**src/design/crpi_pkg.sv**
```systemverilog
`timescale 1ns / 1ps
`default_nettype none
// ----------------------------------------------------------------------------
// crpi_pkg
// Widths, codes, step schedule and helper functions of the Catmull-Rom
// point interpolator.
// ----------------------------------------------------------------------------
package crpi_pkg;

	localparam int COORD_W  = 16;
	localparam int Z_W      = 24;
	localparam int T_FRAC   = 16;
	localparam int T_W      = T_FRAC + 1;
	localparam int XY_W     = 18;
	localparam int ZO_W     = 26;
	// doubled coefficients need four bits over the widest input
	localparam int COEF_W   = ((Z_W > COORD_W) ? Z_W : COORD_W) + 4;
	localparam int MA_W     = COEF_W;
	localparam int P_W      = MA_W + T_W + 1;
	localparam int XY_ACC_W = COORD_W + 8;
	localparam int ZA_W     = P_W + 2;

	localparam int STEP_W    = 4;
	localparam int N_ISSUE   = 11;
	localparam int MUL_LAT   = 2;
	localparam int LAST_STEP = N_ISSUE + MUL_LAT - 1;

	localparam logic [T_W-1:0]          T_ONE   = T_W'(1) << T_FRAC;
	localparam logic [P_W-1:0]          SQ_RND  = P_W'(1) << (T_FRAC - 1);
	localparam logic signed [P_W-1:0]   TRM_RND = P_W'(1) << T_FRAC;
	localparam logic signed [ZA_W-1:0]  ZA_RND  = ZA_W'(1) << T_FRAC;

	localparam logic signed [XY_ACC_W-1:0] XY_HI = XY_ACC_W'(2 ** (XY_W - 1) - 1);
	localparam logic signed [XY_ACC_W-1:0] XY_LO = XY_ACC_W'(-(2 ** (XY_W - 1)));
	localparam logic signed [ZA_W-1:0]     Z_HI  = ZA_W'(2 ** (ZO_W - 1) - 1);
	localparam logic signed [ZA_W-1:0]     Z_LO  = ZA_W'(-(2 ** (ZO_W - 1)));

	typedef enum logic [1:0] {
		OPC_PUSH  = 2'd0,
		OPC_WRITE = 2'd1,
		OPC_EVAL  = 2'd2
	} opc_t;

	typedef enum logic [1:0] {
		ST_IDLE,
		ST_RUN,
		ST_DONE
	} state_t;

	typedef enum logic [1:0] {
		K_NONE,
		K_TT,
		K_T2T,
		K_TERM
	} kind_t;

	typedef enum logic [1:0] {
		CRD_X,
		CRD_Y,
		CRD_Z
	} crd_t;

	// CF1 pairs with t, CF2 with t^2, CF3 with t^3
	typedef enum logic [1:0] {
		CF1,
		CF2,
		CF3
	} cf_t;

	typedef struct packed {
		kind_t kind;
		crd_t  crd;
		cf_t   cf;
	} step_t;

	// multiplier issue order; t^2 and t^3 are issued early enough to be back
	// before the terms that use them
	function automatic step_t step_info(input logic [STEP_W-1:0] k);
		step_t s;
		s = '{kind: K_TERM, crd: CRD_X, cf: CF1};
		case (k)
			4'd0:    s = '{kind: K_TT,   crd: CRD_X, cf: CF1};
			4'd1:    s = '{kind: K_TERM, crd: CRD_X, cf: CF1};
			4'd2:    s = '{kind: K_TERM, crd: CRD_Y, cf: CF1};
			4'd3:    s = '{kind: K_T2T,  crd: CRD_X, cf: CF1};
			4'd4:    s = '{kind: K_TERM, crd: CRD_Z, cf: CF1};
			4'd5:    s = '{kind: K_TERM, crd: CRD_X, cf: CF2};
			4'd6:    s = '{kind: K_TERM, crd: CRD_Y, cf: CF2};
			4'd7:    s = '{kind: K_TERM, crd: CRD_Z, cf: CF2};
			4'd8:    s = '{kind: K_TERM, crd: CRD_X, cf: CF3};
			4'd9:    s = '{kind: K_TERM, crd: CRD_Y, cf: CF3};
			4'd10:   s = '{kind: K_TERM, crd: CRD_Z, cf: CF3};
			default: s = '{kind: K_NONE, crd: CRD_X, cf: CF1};
		endcase
		return s;
	endfunction

	// doubled Catmull-Rom coefficients
	function automatic logic signed [COEF_W-1:0] coef_of(
		input cf_t sel,
		input logic signed [COEF_W-1:0] p0,
		input logic signed [COEF_W-1:0] p1,
		input logic signed [COEF_W-1:0] p2,
		input logic signed [COEF_W-1:0] p3
	);
		logic signed [COEF_W-1:0] c;
		case (sel)
			CF3:     c = p3 - p0 + p1 + (p1 <<< 1) - p2 - (p2 <<< 1);
			CF2:     c = (p0 <<< 1) - (p1 <<< 2) - p1 + (p2 <<< 2) - p3;
			default: c = p2 - p0;
		endcase
		return c;
	endfunction

	function automatic logic signed [XY_W-1:0] sat_xy(input logic signed [XY_ACC_W-1:0] v);
		logic signed [XY_ACC_W-1:0] r;
		r = v;
		if (v > XY_HI) r = XY_HI;
		if (v < XY_LO) r = XY_LO;
		return r[XY_W-1:0];
	endfunction

	function automatic logic signed [ZO_W-1:0] sat_z(input logic signed [ZA_W-1:0] v);
		logic signed [ZA_W-1:0] r;
		r = v;
		if (v > Z_HI) r = Z_HI;
		if (v < Z_LO) r = Z_LO;
		return r[ZO_W-1:0];
	endfunction

endpackage
`default_nettype wire

```
**src/design/crpi_in_if.sv**
```systemverilog
`timescale 1ns / 1ps
`default_nettype none
// ----------------------------------------------------------------------------
// crpi_in_if
// Command channel: push, write or evaluate words with valid/ready.
// ----------------------------------------------------------------------------
interface crpi_in_if;
	logic                                   valid;
	logic                                   ready;
	logic [1:0]                             operation;
	logic signed [crpi_pkg::COORD_W-1:0]    in_x;
	logic signed [crpi_pkg::COORD_W-1:0]    in_y;
	logic signed [crpi_pkg::Z_W-1:0]        in_z;
	logic [1:0]                             slot;
	logic [crpi_pkg::T_W-1:0]               t_param;

	modport source (
		output valid, operation, in_x, in_y, in_z, slot, t_param,
		input  ready
	);
	modport sink (
		input  valid, operation, in_x, in_y, in_z, slot, t_param,
		output ready
	);
endinterface
`default_nettype wire

```
**src/design/crpi_out_if.sv**
```systemverilog
`timescale 1ns / 1ps
`default_nettype none
// ----------------------------------------------------------------------------
// crpi_out_if
// Result channel: one interpolated point per word with valid/ready.
// ----------------------------------------------------------------------------
interface crpi_out_if;
	logic                                   valid;
	logic                                   ready;
	logic signed [crpi_pkg::XY_W-1:0]       out_x;
	logic signed [crpi_pkg::XY_W-1:0]       out_y;
	logic signed [crpi_pkg::ZO_W-1:0]       out_z;

	modport source (
		output valid, out_x, out_y, out_z,
		input  ready
	);
	modport sink (
		input  valid, out_x, out_y, out_z,
		output ready
	);
endinterface
`default_nettype wire

```
**src/design/crpi_mul.sv**
```systemverilog
`timescale 1ns / 1ps
`default_nettype none
// ----------------------------------------------------------------------------
// crpi_mul
// Shared multiplier: signed coefficient times unsigned power of t, operands
// and product registered.
// ----------------------------------------------------------------------------
module crpi_mul (
	input  wire logic                              clk,
	input  wire logic signed [crpi_pkg::MA_W-1:0]  a,
	input  wire logic [crpi_pkg::T_W-1:0]          b,
	output logic signed [crpi_pkg::P_W-1:0]        prod
);

	logic signed [crpi_pkg::MA_W-1:0] a_s1;
	logic [crpi_pkg::T_W-1:0]         b_s1;
	logic signed [crpi_pkg::P_W-1:0]  prod_s2;

	always_ff @(posedge clk) begin
		a_s1    <= a;
		b_s1    <= b;
		prod_s2 <= crpi_pkg::P_W'(a_s1 * $signed({1'b0, b_s1}));
	end

	assign prod = prod_s2;

endmodule
`default_nettype wire

```
**src/design/catmull_rom_point_interpolator_unit.sv**
```systemverilog
`timescale 1ns / 1ps
`default_nettype none
// ----------------------------------------------------------------------------
// catmull_rom_point_interpolator_unit
// Four-point window with push and slot write; evaluate returns the
// Catmull-Rom cubic at t for x, y (per-term rounding) and z (fixed point).
// ----------------------------------------------------------------------------
//  channel  dir  words
//  cmd      in   operation, in_x, in_y, in_z, slot, t_param
//  res      out  out_x, out_y, out_z (one per evaluate)
//
//  Push and write update the window when accepted. An evaluate holds the
//  block while eleven products (t^2, t^3, nine coefficient terms) go one
//  per cycle through the single two-stage multiplier and drain, then a
//  done state loads the output register. Reset zeroes the window. A result
//  waits there, the next command is taken meanwhile; later ones wait for it.
// ----------------------------------------------------------------------------
module catmull_rom_point_interpolator_unit (
	input  wire logic   clk,
	input  wire logic   arst_n,
	crpi_in_if.sink     cmd,
	crpi_out_if.source  res
);

	localparam int CW  = crpi_pkg::COORD_W;
	localparam int ZW  = crpi_pkg::Z_W;
	localparam int KW  = crpi_pkg::COEF_W;
	localparam int TW  = crpi_pkg::T_W;
	localparam int PW  = crpi_pkg::P_W;
	localparam int XAW = crpi_pkg::XY_ACC_W;
	localparam int ZAW = crpi_pkg::ZA_W;
	localparam int SW  = crpi_pkg::STEP_W;

	crpi_pkg::state_t state_q, state_d;
	logic [SW-1:0]    step_q;

	logic signed [CW-1:0] win_x_q [4];
	logic signed [CW-1:0] win_y_q [4];
	logic signed [ZW-1:0] win_z_q [4];

	logic [TW-1:0]         t_q, t2_q, t3_q;
	logic signed [XAW-1:0] acc_x_q, acc_y_q;
	logic signed [ZAW-1:0] acc_z_q;

	logic                          res_vld_q;
	logic signed [crpi_pkg::XY_W-1:0] res_x_q, res_y_q;
	logic signed [crpi_pkg::ZO_W-1:0] res_z_q;

	logic accept, out_free, load_res, ret_vld;
	crpi_pkg::step_t iss, ret;

	logic signed [KW-1:0] p0, p1, p2, p3, coef;
	logic signed [crpi_pkg::MA_W-1:0] mul_a;
	logic [TW-1:0]        mul_b, pow;
	logic signed [PW-1:0] prod;
	logic [PW-1:0]        sq_rnd;
	logic signed [PW-1:0] trm_rnd, trm_sh;
	logic signed [XAW-1:0] term;
	logic signed [ZAW-1:0] z_rnd, z_sh;
	logic [TW-1:0]        t_clamp;

	assign cmd.ready = (state_q == crpi_pkg::ST_IDLE);
	assign accept    = cmd.valid && cmd.ready;
	assign out_free  = !res_vld_q || res.ready;

	assign res.valid = res_vld_q;
	assign res.out_x = res_x_q;
	assign res.out_y = res_y_q;
	assign res.out_z = res_z_q;

	// sequencer
	always_ff @(posedge clk or negedge arst_n) begin
		if (!arst_n) begin
			state_q <= crpi_pkg::ST_IDLE;
		end else begin
			state_q <= state_d;
		end
	end

	always_comb begin
		state_d  = state_q;
		load_res = 1'b0;
		case (state_q)
			crpi_pkg::ST_IDLE: begin
				if (accept && cmd.operation == crpi_pkg::OPC_EVAL) state_d = crpi_pkg::ST_RUN;
			end
			crpi_pkg::ST_RUN: begin
				if (step_q == SW'(crpi_pkg::LAST_STEP)) state_d = crpi_pkg::ST_DONE;
			end
			crpi_pkg::ST_DONE: begin
				if (out_free) begin
					load_res = 1'b1;
					state_d  = crpi_pkg::ST_IDLE;
				end
			end
			default: state_d = crpi_pkg::ST_IDLE;
		endcase
	end

	// operand selection for the product issued this step
	assign iss     = crpi_pkg::step_info(step_q);
	assign ret     = crpi_pkg::step_info(SW'(step_q - SW'(crpi_pkg::MUL_LAT)));
	assign ret_vld = (state_q == crpi_pkg::ST_RUN) && (step_q >= SW'(crpi_pkg::MUL_LAT));

	always_comb begin
		case (iss.crd)
			crpi_pkg::CRD_Y: begin
				p0 = KW'(win_y_q[0]); p1 = KW'(win_y_q[1]);
				p2 = KW'(win_y_q[2]); p3 = KW'(win_y_q[3]);
			end
			crpi_pkg::CRD_Z: begin
				p0 = KW'(win_z_q[0]); p1 = KW'(win_z_q[1]);
				p2 = KW'(win_z_q[2]); p3 = KW'(win_z_q[3]);
			end
			default: begin
				p0 = KW'(win_x_q[0]); p1 = KW'(win_x_q[1]);
				p2 = KW'(win_x_q[2]); p3 = KW'(win_x_q[3]);
			end
		endcase
		coef = crpi_pkg::coef_of(iss.cf, p0, p1, p2, p3);
		case (iss.cf)
			crpi_pkg::CF3: pow = t3_q;
			crpi_pkg::CF2: pow = t2_q;
			default:       pow = t_q;
		endcase
		case (iss.kind)
			crpi_pkg::K_TT: begin
				mul_a = crpi_pkg::MA_W'(t_q);
				mul_b = t_q;
			end
			crpi_pkg::K_T2T: begin
				mul_a = crpi_pkg::MA_W'(t2_q);
				mul_b = t_q;
			end
			default: begin
				mul_a = coef;
				mul_b = pow;
			end
		endcase
	end

	crpi_mul u_mul (
		.clk  (clk),
		.a    (mul_a),
		.b    (mul_b),
		.prod (prod)
	);

	// returning product: power rounding, per-term rounding for x/y
	assign sq_rnd  = PW'(prod) + crpi_pkg::SQ_RND;
	assign trm_rnd = prod + crpi_pkg::TRM_RND;
	assign trm_sh  = trm_rnd >>> (crpi_pkg::T_FRAC + 1);
	assign term    = trm_sh[XAW-1:0];
	assign t_clamp = (cmd.t_param > crpi_pkg::T_ONE) ? crpi_pkg::T_ONE : cmd.t_param;

	assign z_rnd = acc_z_q + crpi_pkg::ZA_RND;
	assign z_sh  = z_rnd >>> (crpi_pkg::T_FRAC + 1);

	// window, registered with reset
	always_ff @(posedge clk or negedge arst_n) begin
		if (!arst_n) begin
			for (int i = 0; i < 4; i++) begin
				win_x_q[i] <= '0;
				win_y_q[i] <= '0;
				win_z_q[i] <= '0;
			end
		end else if (accept) begin
			case (cmd.operation)
				crpi_pkg::OPC_PUSH: begin
					for (int i = 0; i < 3; i++) begin
						win_x_q[i] <= win_x_q[i+1];
						win_y_q[i] <= win_y_q[i+1];
						win_z_q[i] <= win_z_q[i+1];
					end
					win_x_q[3] <= cmd.in_x;
					win_y_q[3] <= cmd.in_y;
					win_z_q[3] <= cmd.in_z;
				end
				crpi_pkg::OPC_WRITE: begin
					win_x_q[cmd.slot] <= cmd.in_x;
					win_y_q[cmd.slot] <= cmd.in_y;
					win_z_q[cmd.slot] <= cmd.in_z;
				end
				default: ;
			endcase
		end
	end

	always_ff @(posedge clk or negedge arst_n) begin
		if (!arst_n) begin
			step_q    <= '0;
			res_vld_q <= 1'b0;
		end else begin
			if (accept) step_q <= '0;
			else if (state_q == crpi_pkg::ST_RUN) step_q <= step_q + SW'(1);
			if (load_res) res_vld_q <= 1'b1;
			else if (res.ready) res_vld_q <= 1'b0;
		end
	end

	// evaluation datapath
	always_ff @(posedge clk) begin
		if (accept && cmd.operation == crpi_pkg::OPC_EVAL) begin
			t_q     <= t_clamp;
			acc_x_q <= XAW'(win_x_q[1]);
			acc_y_q <= XAW'(win_y_q[1]);
			acc_z_q <= ZAW'(win_z_q[1]) <<< (crpi_pkg::T_FRAC + 1);
		end else if (ret_vld) begin
			case (ret.kind)
				crpi_pkg::K_TT:  t2_q <= sq_rnd[crpi_pkg::T_FRAC +: TW];
				crpi_pkg::K_T2T: t3_q <= sq_rnd[crpi_pkg::T_FRAC +: TW];
				crpi_pkg::K_TERM: begin
					case (ret.crd)
						crpi_pkg::CRD_X: acc_x_q <= acc_x_q + term;
						crpi_pkg::CRD_Y: acc_y_q <= acc_y_q + term;
						default:         acc_z_q <= acc_z_q + ZAW'(prod);
					endcase
				end
				default: ;
			endcase
		end
		if (load_res) begin
			res_x_q <= crpi_pkg::sat_xy(acc_x_q);
			res_y_q <= crpi_pkg::sat_xy(acc_y_q);
			res_z_q <= crpi_pkg::sat_z(z_sh);
		end
	end

endmodule
`default_nettype wire
```
**src/flat_wrapper.sv**
```systemverilog
// flat-port wrapper written by rule: the top's interface ports become plain ports
module catmull_rom_point_interpolator_unit_flat 
  (clk, arst_n, cmd_valid, cmd_operation, cmd_in_x, cmd_in_y, cmd_in_z, cmd_slot, cmd_t_param, cmd_ready, res_valid, res_out_x, res_out_y, res_out_z, res_ready);
  crpi_in_if cmd_i ();
  crpi_out_if res_i ();
  input  wire logic clk;
  input  wire logic arst_n;
  input wire logic [$bits(cmd_i.valid)-1:0] cmd_valid;
  input wire logic [$bits(cmd_i.operation)-1:0] cmd_operation;
  input wire logic [$bits(cmd_i.in_x)-1:0] cmd_in_x;
  input wire logic [$bits(cmd_i.in_y)-1:0] cmd_in_y;
  input wire logic [$bits(cmd_i.in_z)-1:0] cmd_in_z;
  input wire logic [$bits(cmd_i.slot)-1:0] cmd_slot;
  input wire logic [$bits(cmd_i.t_param)-1:0] cmd_t_param;
  output wire logic [$bits(cmd_i.ready)-1:0] cmd_ready;
  output wire logic [$bits(res_i.valid)-1:0] res_valid;
  output wire logic [$bits(res_i.out_x)-1:0] res_out_x;
  output wire logic [$bits(res_i.out_y)-1:0] res_out_y;
  output wire logic [$bits(res_i.out_z)-1:0] res_out_z;
  input wire logic [$bits(res_i.ready)-1:0] res_ready;
  assign cmd_i.valid = cmd_valid;
  assign cmd_i.operation = cmd_operation;
  assign cmd_i.in_x = cmd_in_x;
  assign cmd_i.in_y = cmd_in_y;
  assign cmd_i.in_z = cmd_in_z;
  assign cmd_i.slot = cmd_slot;
  assign cmd_i.t_param = cmd_t_param;
  assign cmd_ready = cmd_i.ready;
  assign res_valid = res_i.valid;
  assign res_out_x = res_i.out_x;
  assign res_out_y = res_i.out_y;
  assign res_out_z = res_i.out_z;
  assign res_i.ready = res_ready;
  catmull_rom_point_interpolator_unit u_core (.clk(clk), .arst_n(arst_n), .cmd(cmd_i), .res(res_i));
endmodule
```
**config.mk**
```make
export PLATFORM = sky130hd
export DESIGN_NAME = catmull_rom_point_interpolator_unit_flat
export DESIGN_NICKNAME = d
export VERILOG_FILES = /design/src/design/crpi_pkg.sv /design/src/design/crpi_in_if.sv /design/src/design/crpi_out_if.sv /design/src/design/crpi_mul.sv /design/src/design/catmull_rom_point_interpolator_unit.sv /design/src/flat_wrapper.sv
export SDC_FILE = /design/constraint.sdc
export NUM_CORES = 2
export LEC_CHECK = 0
export ABC_CLOCK_PERIOD_IN_PS = 8600
export BUFFER_PORTS_ARGS = -buffer_cell sky130_fd_sc_hd__buf_2
export CAP_MARGIN = 20
export CORE_MARGIN = 5
export CORE_UTILIZATION = 60
export CTS_BUF_LIST = sky130_fd_sc_hd__clkbuf_8
export DETAILED_ROUTE_END_ITERATION = 8
export PLACE_DENSITY = 0.81
export SLEW_MARGIN = 20
export SYNTH_ARGS = -nofsm -noshare
export SYNTH_HDL_FRONTEND = slang
export SYNTH_SLANG_ARGS = --single-unit
export TNS_END_PERCENT = 5
```
**constraint.sdc**
```tcl
create_clock -name clk -period 8.6 [get_ports clk]
set_input_delay 0.43 -clock clk [delete_from_list [all_inputs] [get_ports clk]]
set_output_delay 0.43 -clock clk [all_outputs]
set_load 0.05 [all_outputs]
```
== Yosys cells after proc, flatten, opt, wreduce, memory -nomap -nowiden ==
Memory sizes are Yosys's and may differ from the RTL's.
Cells that the tools add are included.
Cells by class
  equality and inequality tests: 19
  magnitude comparators: 10
  reduce and logical (&&, ||, !) cells: 26
  multiply operators: 1
  multiplexer cells: 43
  add/sub/neg operators: 18
  bitwise operators: 3
Operators by type and width (count)
  one-hot mux 28 bit (2 select lines): 6
  one-hot mux 64 bit (2 select lines): 2
  2-to-1 mux 24 bit: 9
  subtractor 28 bit: 7
  2-to-1 mux 48 bit: 4
  one-hot mux 96 bit (2 select lines): 1
  bitwise mux 64 bit: 2
  bitwise mux 96 bit: 1
  adder 28 bit: 3
  adder 24 bit: 2
  adder 48 x 18 -> 48 bit (second input constant): 1
  adder 48 x 46 -> 48 bit: 1
  demux 24 bit (select 2 bit): 1
  > comparator 24 x 18 -> 1 bit (second input constant): 2
  < comparator 24 x 18 -> 1 bit (second input constant): 2
  multiplier 28 x 18 -> 46 bit: 1
  adder 41 x 18 -> 41 bit (second input constant): 1
  2-to-1 mux 18 bit: 2
  one-hot mux 17 bit (2 select lines): 1
  adder 33 x 16 -> 33 bit (second input constant): 1
  demux 16 bit (select 2 bit): 1
  > comparator 31 x 26 -> 1 bit (second input constant): 1
  < comparator 31 x 26 -> 1 bit (second input constant): 1
  2-to-1 mux 26 bit: 1
  27 further kinds: 66
Storage, ports and cells
  output and inout port bits: 64
  memories kept: 2
  word-level logic and storage cells: 150
  register bits: 531
  input port bits: 81
  memory bits (read-only): 192
Memory list
  (no name shown): depth 16, width 6, read ports 1, clocked after Yosys merged registers in 0, write ports 0, RTL line crpi_pkg.sv:81  | case (k)
  (no name shown): depth 16, width 6, read ports 1, clocked after Yosys merged registers in 0, write ports 0, RTL line crpi_pkg.sv:81

== Depth between registers and ports, before layout ==
An unclocked memory read counts as a cell.
  depth after elaboration: 10
  depth in mapped cells: 33
  depth with buffers taken out: 28

== Hierarchy ==
Synthesis repeated with hierarchy kept, for this count alone.
Second synthesis, totals
  cell total of the unflattened synthesis: 5752
  area total of the unflattened synthesis: 53319.9 um^2
By module, submodules not included
  catmull_rom_point_interpolator_unit: cells each 3756, seq. area each 11886.4 um^2, times used 1, area an instance 34535.6 um^2
  crpi_mul: cells each 1996, seq. area each 1821.7 um^2, times used 1, area an instance 18784.3 um^2

== Least setup slack after synthesis ==
Ideal clock, no wire load.
  path type: register to register
  start point: register u_core.u_mul.b_s1[14] in the netlist's numbering
  end point: register u_core.u_mul.prod_s2 (netlist bit u_core.u_mul.prod[45])
  required time: 8528 ps
  arrival time: 6779 ps
  setup slack: 1749 ps
  buffers on the path: 2
  setup time: 72 ps
  cell stages (with the launch flop): 25
  period minus slack after synthesis: 6851 ps
  path through: dfxtp_1 > clkbuf_1 > clkbuf_1 > nand2_1 > fa_1 > inv_1 > fa_1 > fa_1 > fa_1 > fa_1 > inv_1 > fa_1 > inv_1 > ha_1 > a21o_1 > a21o_1 > a21o_1 > a2111oi_0 > a21oi_1 > nor3b_1 > nor4b_1 > o311ai_1 > a31o_2 > a21oi_1 > xnor2_1
Between the ends
  cells in the longest elaborated chain, start to end: 1
RTL lines
  start, declared: RTL line crpi_mul.sv:16  | logic [crpi_pkg::T_W-1:0] b_s1;
  start signal, assigned: RTL line crpi_mul.sv:21  | b_s1 <= b;
  multiplier 28 x 18 -> 46 bit: RTL line crpi_mul.sv:22  | prod_s2 <= crpi_pkg::P_W'(a_s1 * $signed({1'b0, b_s1}));
  end signal, assigned: RTL line crpi_mul.sv:22
  end, declared: RTL line crpi_mul.sv:17  | logic signed [crpi_pkg::P_W-1:0] prod_s2;
Every way passes these cells.
A chain may end at the register's enable or synchronous reset.

== Worst setup path after layout ==
  start point: register u_core.step_q[1]
  end point: register u_core.u_mul.a_s1[19] in the netlist's numbering
Between the ends
  cells in the longest elaborated chain, start to end: 10
  elaborated cells between the ends (all ways): 23
  those cells by class: 10 x add/sub; 6 x eq/ne; 6 x mux; 1 x memory
RTL lines
  start, declared: RTL line catmull_rom_point_interpolator_unit.sv:35  | logic [SW-1:0] step_q;
  start signal, assigned: RTL line catmull_rom_point_interpolator_unit.sv:195  | else if (state_q == crpi_pkg::ST_RUN) step_q <= step_q + SW'(1);
  memory (16 x 6 bit) *
  equality test 2 bit or equality test 2 x 1 -> 1 bit (tied branches): RTL line catmull_rom_point_interpolator_unit.sv:106  | case (iss.crd)
  one-hot mux 28 bit (2 select lines): RTL line catmull_rom_point_interpolator_unit.sv:106
  subtractor 28 bit: RTL line crpi_pkg.sv:108  | CF3: c = p3 - p0 + p1 + (p1 <<< 1) - p2 - (p2 <<< 1);
  adder 28 bit (2 in a row): RTL line crpi_pkg.sv:108
  subtractor 28 bit (2 in a row): RTL line crpi_pkg.sv:108
  one-hot mux 28 bit (2 select lines): RTL line crpi_pkg.sv:107  | case (sel)
  one-hot mux 28 bit (2 select lines) *: RTL line catmull_rom_point_interpolator_unit.sv:126  | case (iss.kind)
  end signal, assigned: RTL line crpi_mul.sv:20  | a_s1 <= a;
  end, declared: RTL line crpi_mul.sv:15  | logic signed [crpi_pkg::MA_W-1:0] a_s1;
Mark *: on every way between the ends. The rest lies on a longest branch, timed or not.

==> flow_metrics.py <==
metrics = {
    "global_routing": {
        "grt_pass1_wl_um": 241000,
        "grt_pass1_vias": 43500,
        "grt_use_total_pct": 32.5,
        "antenna_found_initial": 18,
        "grt_max_degree": 167,
        "grt-ovfl-total": 0,
    },
    "drt": {
        "vias": 42600,
        "wl_met3_um": 15700,
        "drt-met1-wl_um": 58600,
        "drt_iter0_drc": 4664,
        "dr.pass1.iters": 6,
        "ant_nets": 0,
        "via_per_inst": 6.10,
        "totalWireLength_um": 152000,
        "wl_per_cell_um": 21.8,
        "drc_errors": 0,
        "met2WireLength_um": 70100,
        "top_layer": "met5",
    },
    "worst_setup_path": {
        "worst_path_largest_cell_delay_ns": 0.56,
        "path_class": "reg2reg",
        "crit_path_end_kind": "register",
        "cp_max_fo": 47,
        "critical_path_arrival_ns": 8.41,
        "path_common_cell": "inv_1",
        "cp-start-kind": "register",
        "cp_slowest_cell": "ha_4",
        "cp.required_ns": 9.20,
    },
    "sta": {
        "period_needed_ns": 7.81,
        "tns_ns": 0,
        "worst_pin_slew_ns": 1.10,
        "min_period_over_period_pct": 90.8,
        "finalSetupViolCount": 0,
        "relSlewSlack_pct": 26.6,
        "hold_viol": 0,
        "final.setup.worst_slack_ns": 0.788,
        "final-max-slew-violation-count": 0,
        "fin_worst_skew_ns": 0.0389,
        "fmax_mhz": 128,
        "rsz0062_at_grt": "no",
    },
    "yosys": {
        "synth.avg_cell_area_um2": 9.27,
        "ys_ff_latch": 531,
        "synth_area_um2": 52500,
        "synth_top_cell_by_area": "fa_1",
        "synth_most_common_cell": "inv_1",
        "synth_async_sr_flop_share_pct": 43.5,
        "synth_ff_type": "dfrtp_1",
        "synth_commonest_cells": "inv_1, nand2_1, fa_1",
        "syn-num-nets": 6680,
        "synth_edf_count": 192,
        "yosysWarnings": 0,
        "ys_seq_area_share_pct": 26.1,
        "syn_inst": 5667,
        "netlist_top_cells_area": "fa_1, dfrtp_1, edfxtp_1, ha_1, inv_1",
        "synth_cell_type_count": 98,
        "synth_top_area_share_pct": 22.5,
    },
    "clocking": {
        "cts_tree": "done",
        "cts_setup_buffers": 0,
        "clock_latency_ns": 0.75,
        "cts_root_buffer": "clkbuf_8",
        "cts_buffers": 85,
        "cts.sinks": 531,
        "clockBufferDepth": 3,
        "cts_htree_levels": 3,
        "clk_pin_slew_worst_paths_ns": 0.07,
    },
    "floorplan": {
        "start_util_pct": 60.5,
        "dieArea_um2": 93500,
        "core_um2": 86800,
        "die_w_um": 306,
        "die_h_um": 306,
        "ioPinCount": 145,
        "rows": 108,
    },
    "placement": {
        "dp_hpwl_um": 117000,
        "io_buffers": 144,
        "gp_congestion": 0.973,
        "pre_cts_slack_ns": 0.825,
    },
    "hold_path": {
        "hold_class": "in2reg",
    },
    "outcome": {
        "outcome": "finished clean",
    },
    "flow_run": {
        "maxCapViolations": 0,
    },
    "final_layout": {
        "syn2layout_area_growth_pct": 7.76,
        "layout-drive-gt1-share_pct": 7.86,
        "nets": 6770,
    },
}
==> flip-flops by register name, indices dropped and copies added, names as in the netlist, 18 cells and up <==
signal	cells
u_core.res.out_y	18
u_core.res.out_x	18
u_core.acc_x_q	24
u_core.u_mul.prod	46
u_core.acc_z_q	48
u_core.win_x_q	64
u_core.res.out_z	26
u_core.win_y_q	64
u_core.acc_y_q	24
u_core.win_z_q	96
u_core.u_mul.a_s1	28
==> cells in the final DEF, fill, tap and decap left out, types with 17 or more instances in the layout <==
cell | netlist | final
clkbuf_8 | 0 | 106
nand2_1 | 624 | 624
xnor2_1 | 180 | 180
xor2_1 | 127 | 127
and2_1 | 202 | 202
a221oi_1 | 26 | 26
a21oi_1 | 390 | 385
inv_1 | 803 | 831
o21ai_0 | 268 | 267
nor3_1 | 49 | 48
dlygate4sd3_1 | 0 | 48
nand3_1 | 66 | 65
o21bai_1 | 48 | 48
and3_1 | 31 | 31
a221o_1 | 17 | 17
nand4_1 | 34 | 34
mux2_2 | 57 | 57
dfrtp_1 | 231 | 231
fa_1 | 590 | 590
nor2b_1 | 44 | 43
a21o_1 | 130 | 130
buf_2 | 8 | 143
a211oi_1 | 19 | 19
a31oi_1 | 28 | 28
nand2b_1 | 41 | 39
dfxtp_1 | 108 | 107
ha_1 | 342 | 340
a22oi_1 | 235 | 235
nor2_1 | 266 | 263
edfxtp_1 | 192 | 192
buf_4 | 3 | 63
o21a_1 | 32 | 32
o21ai_1 | 20 | 18
==> worst max-delay path, delay by kind of cell, from the launching register on <==
| kind | cells | cell delay, ns |
|---|---|---|
| adder cells (fa/ha/maj) | 7 | 2.97 |
| AO/OA/AOI/OAI | 9 | 2.75 |
| buffers and inverters | 4 | 0.78 |
| flip-flops | 1 | 0.47 |
| XOR/XNOR | 2 | 0.36 |
| AND/OR/NAND/NOR | 3 | 0.29 |
==> routing by layer <==
layer | up-vias | global-route usage [%]
met3 | 468 | 6.29
met1 | 20900 | 43.8
met2 | 2160 | 51.7
li1 | 19100 | -
met4 | 10 | 14.3
met5 | - | 0
==> final timing paths <==
kind / cells after the start / startpoint / endpoint / slack (ns)
worst min register to register: 2 / u_core.acc_z_q[0]$_SDFFE_PP0P_ / u_core.acc_z_q[0]$_SDFFE_PP0P_ / 0.46
max in group asynchronous: 3 / arst_n / u_core.win_x_q[37]$_DFFE_PN0P_ / 7.04
worst max-delay path: 25 / u_core.step_q[1]$_DFFE_PN0P_ / u_core.u_mul.a_s1[19]$_SDFF_PN0_ / 0.79
min in group asynchronous: 2 / arst_n / u_core.win_z_q[94]$_DFFE_PN0P_ / 0.23
worst min-delay path: 2 / cmd_in_x[1] / u_core.win_x_q[1]$_DFFE_PN0P_ / 0.04
worst max register to register: 25 / u_core.step_q[1]$_DFFE_PN0P_ / u_core.u_mul.a_s1[19]$_SDFF_PN0_ / 0.79
==> through the flow <==
step / hold WS (ns) / cells / util (%) / instance area (um2)
after floorplan: 0.134 / 5667 / - / 52500
after global placement: 0.417 / 6775 / 62.6 / 54300
after detailed placement: 0.417 / 6775 / 62.6 / 54300
after CTS: 0.00844 / 6979 / 65.1 / 56500
after global routing: 0.0260 / 6985 / 65.2 / 56600
final: 0.0399 / 6990 / 65.2 / 56600
==> cells by family (layout without fill, tap and decap cells) <==
logic type,after synthesis,in the layout,share of synthesized area [%]
DFF,531,531,26.1
AOI/OAI and AO/OA,1334,1334,16.2
adders and majority gates,940,940,30.8
other,0,9,0
xor gates and xnor gates,308,308,5.15
and+or+nand+nor,1435,1435,12.8
buffers and inverters,1061,1220,7.69
muxes,58,58,1.24
==> what timing repair did <==
| item | 4_1_cts | 5_1_grt |
|---|---|---|
| endpoints found under the setup margin | 0 | 0 |
| gates resized for setup | 0 | 0 |
| hold buffers | 48 | 0 |
| hold endpoints to repair | 112 | 0 |
==> area by class of cell <==
| type | count | area, um2 |
|---|---|---|
| multi-input combinational | 4075 | 34900 |
| fill | 6923 | 30200 |
| sequential | 531 | 13700 |
| inverter | 805 | 3020 |
| timing repair buffer | 259 | 1750 |
| clock buffer | 106 | 1460 |
| tap | 1155 | 1450 |
| clock inverter | 50 | 284 |
| antenna | 9 | 22.5 |
Power is left out: the tool's default activity adds up to more than one toggle a clock period on the data nets, which glitch-free logic cannot reach.
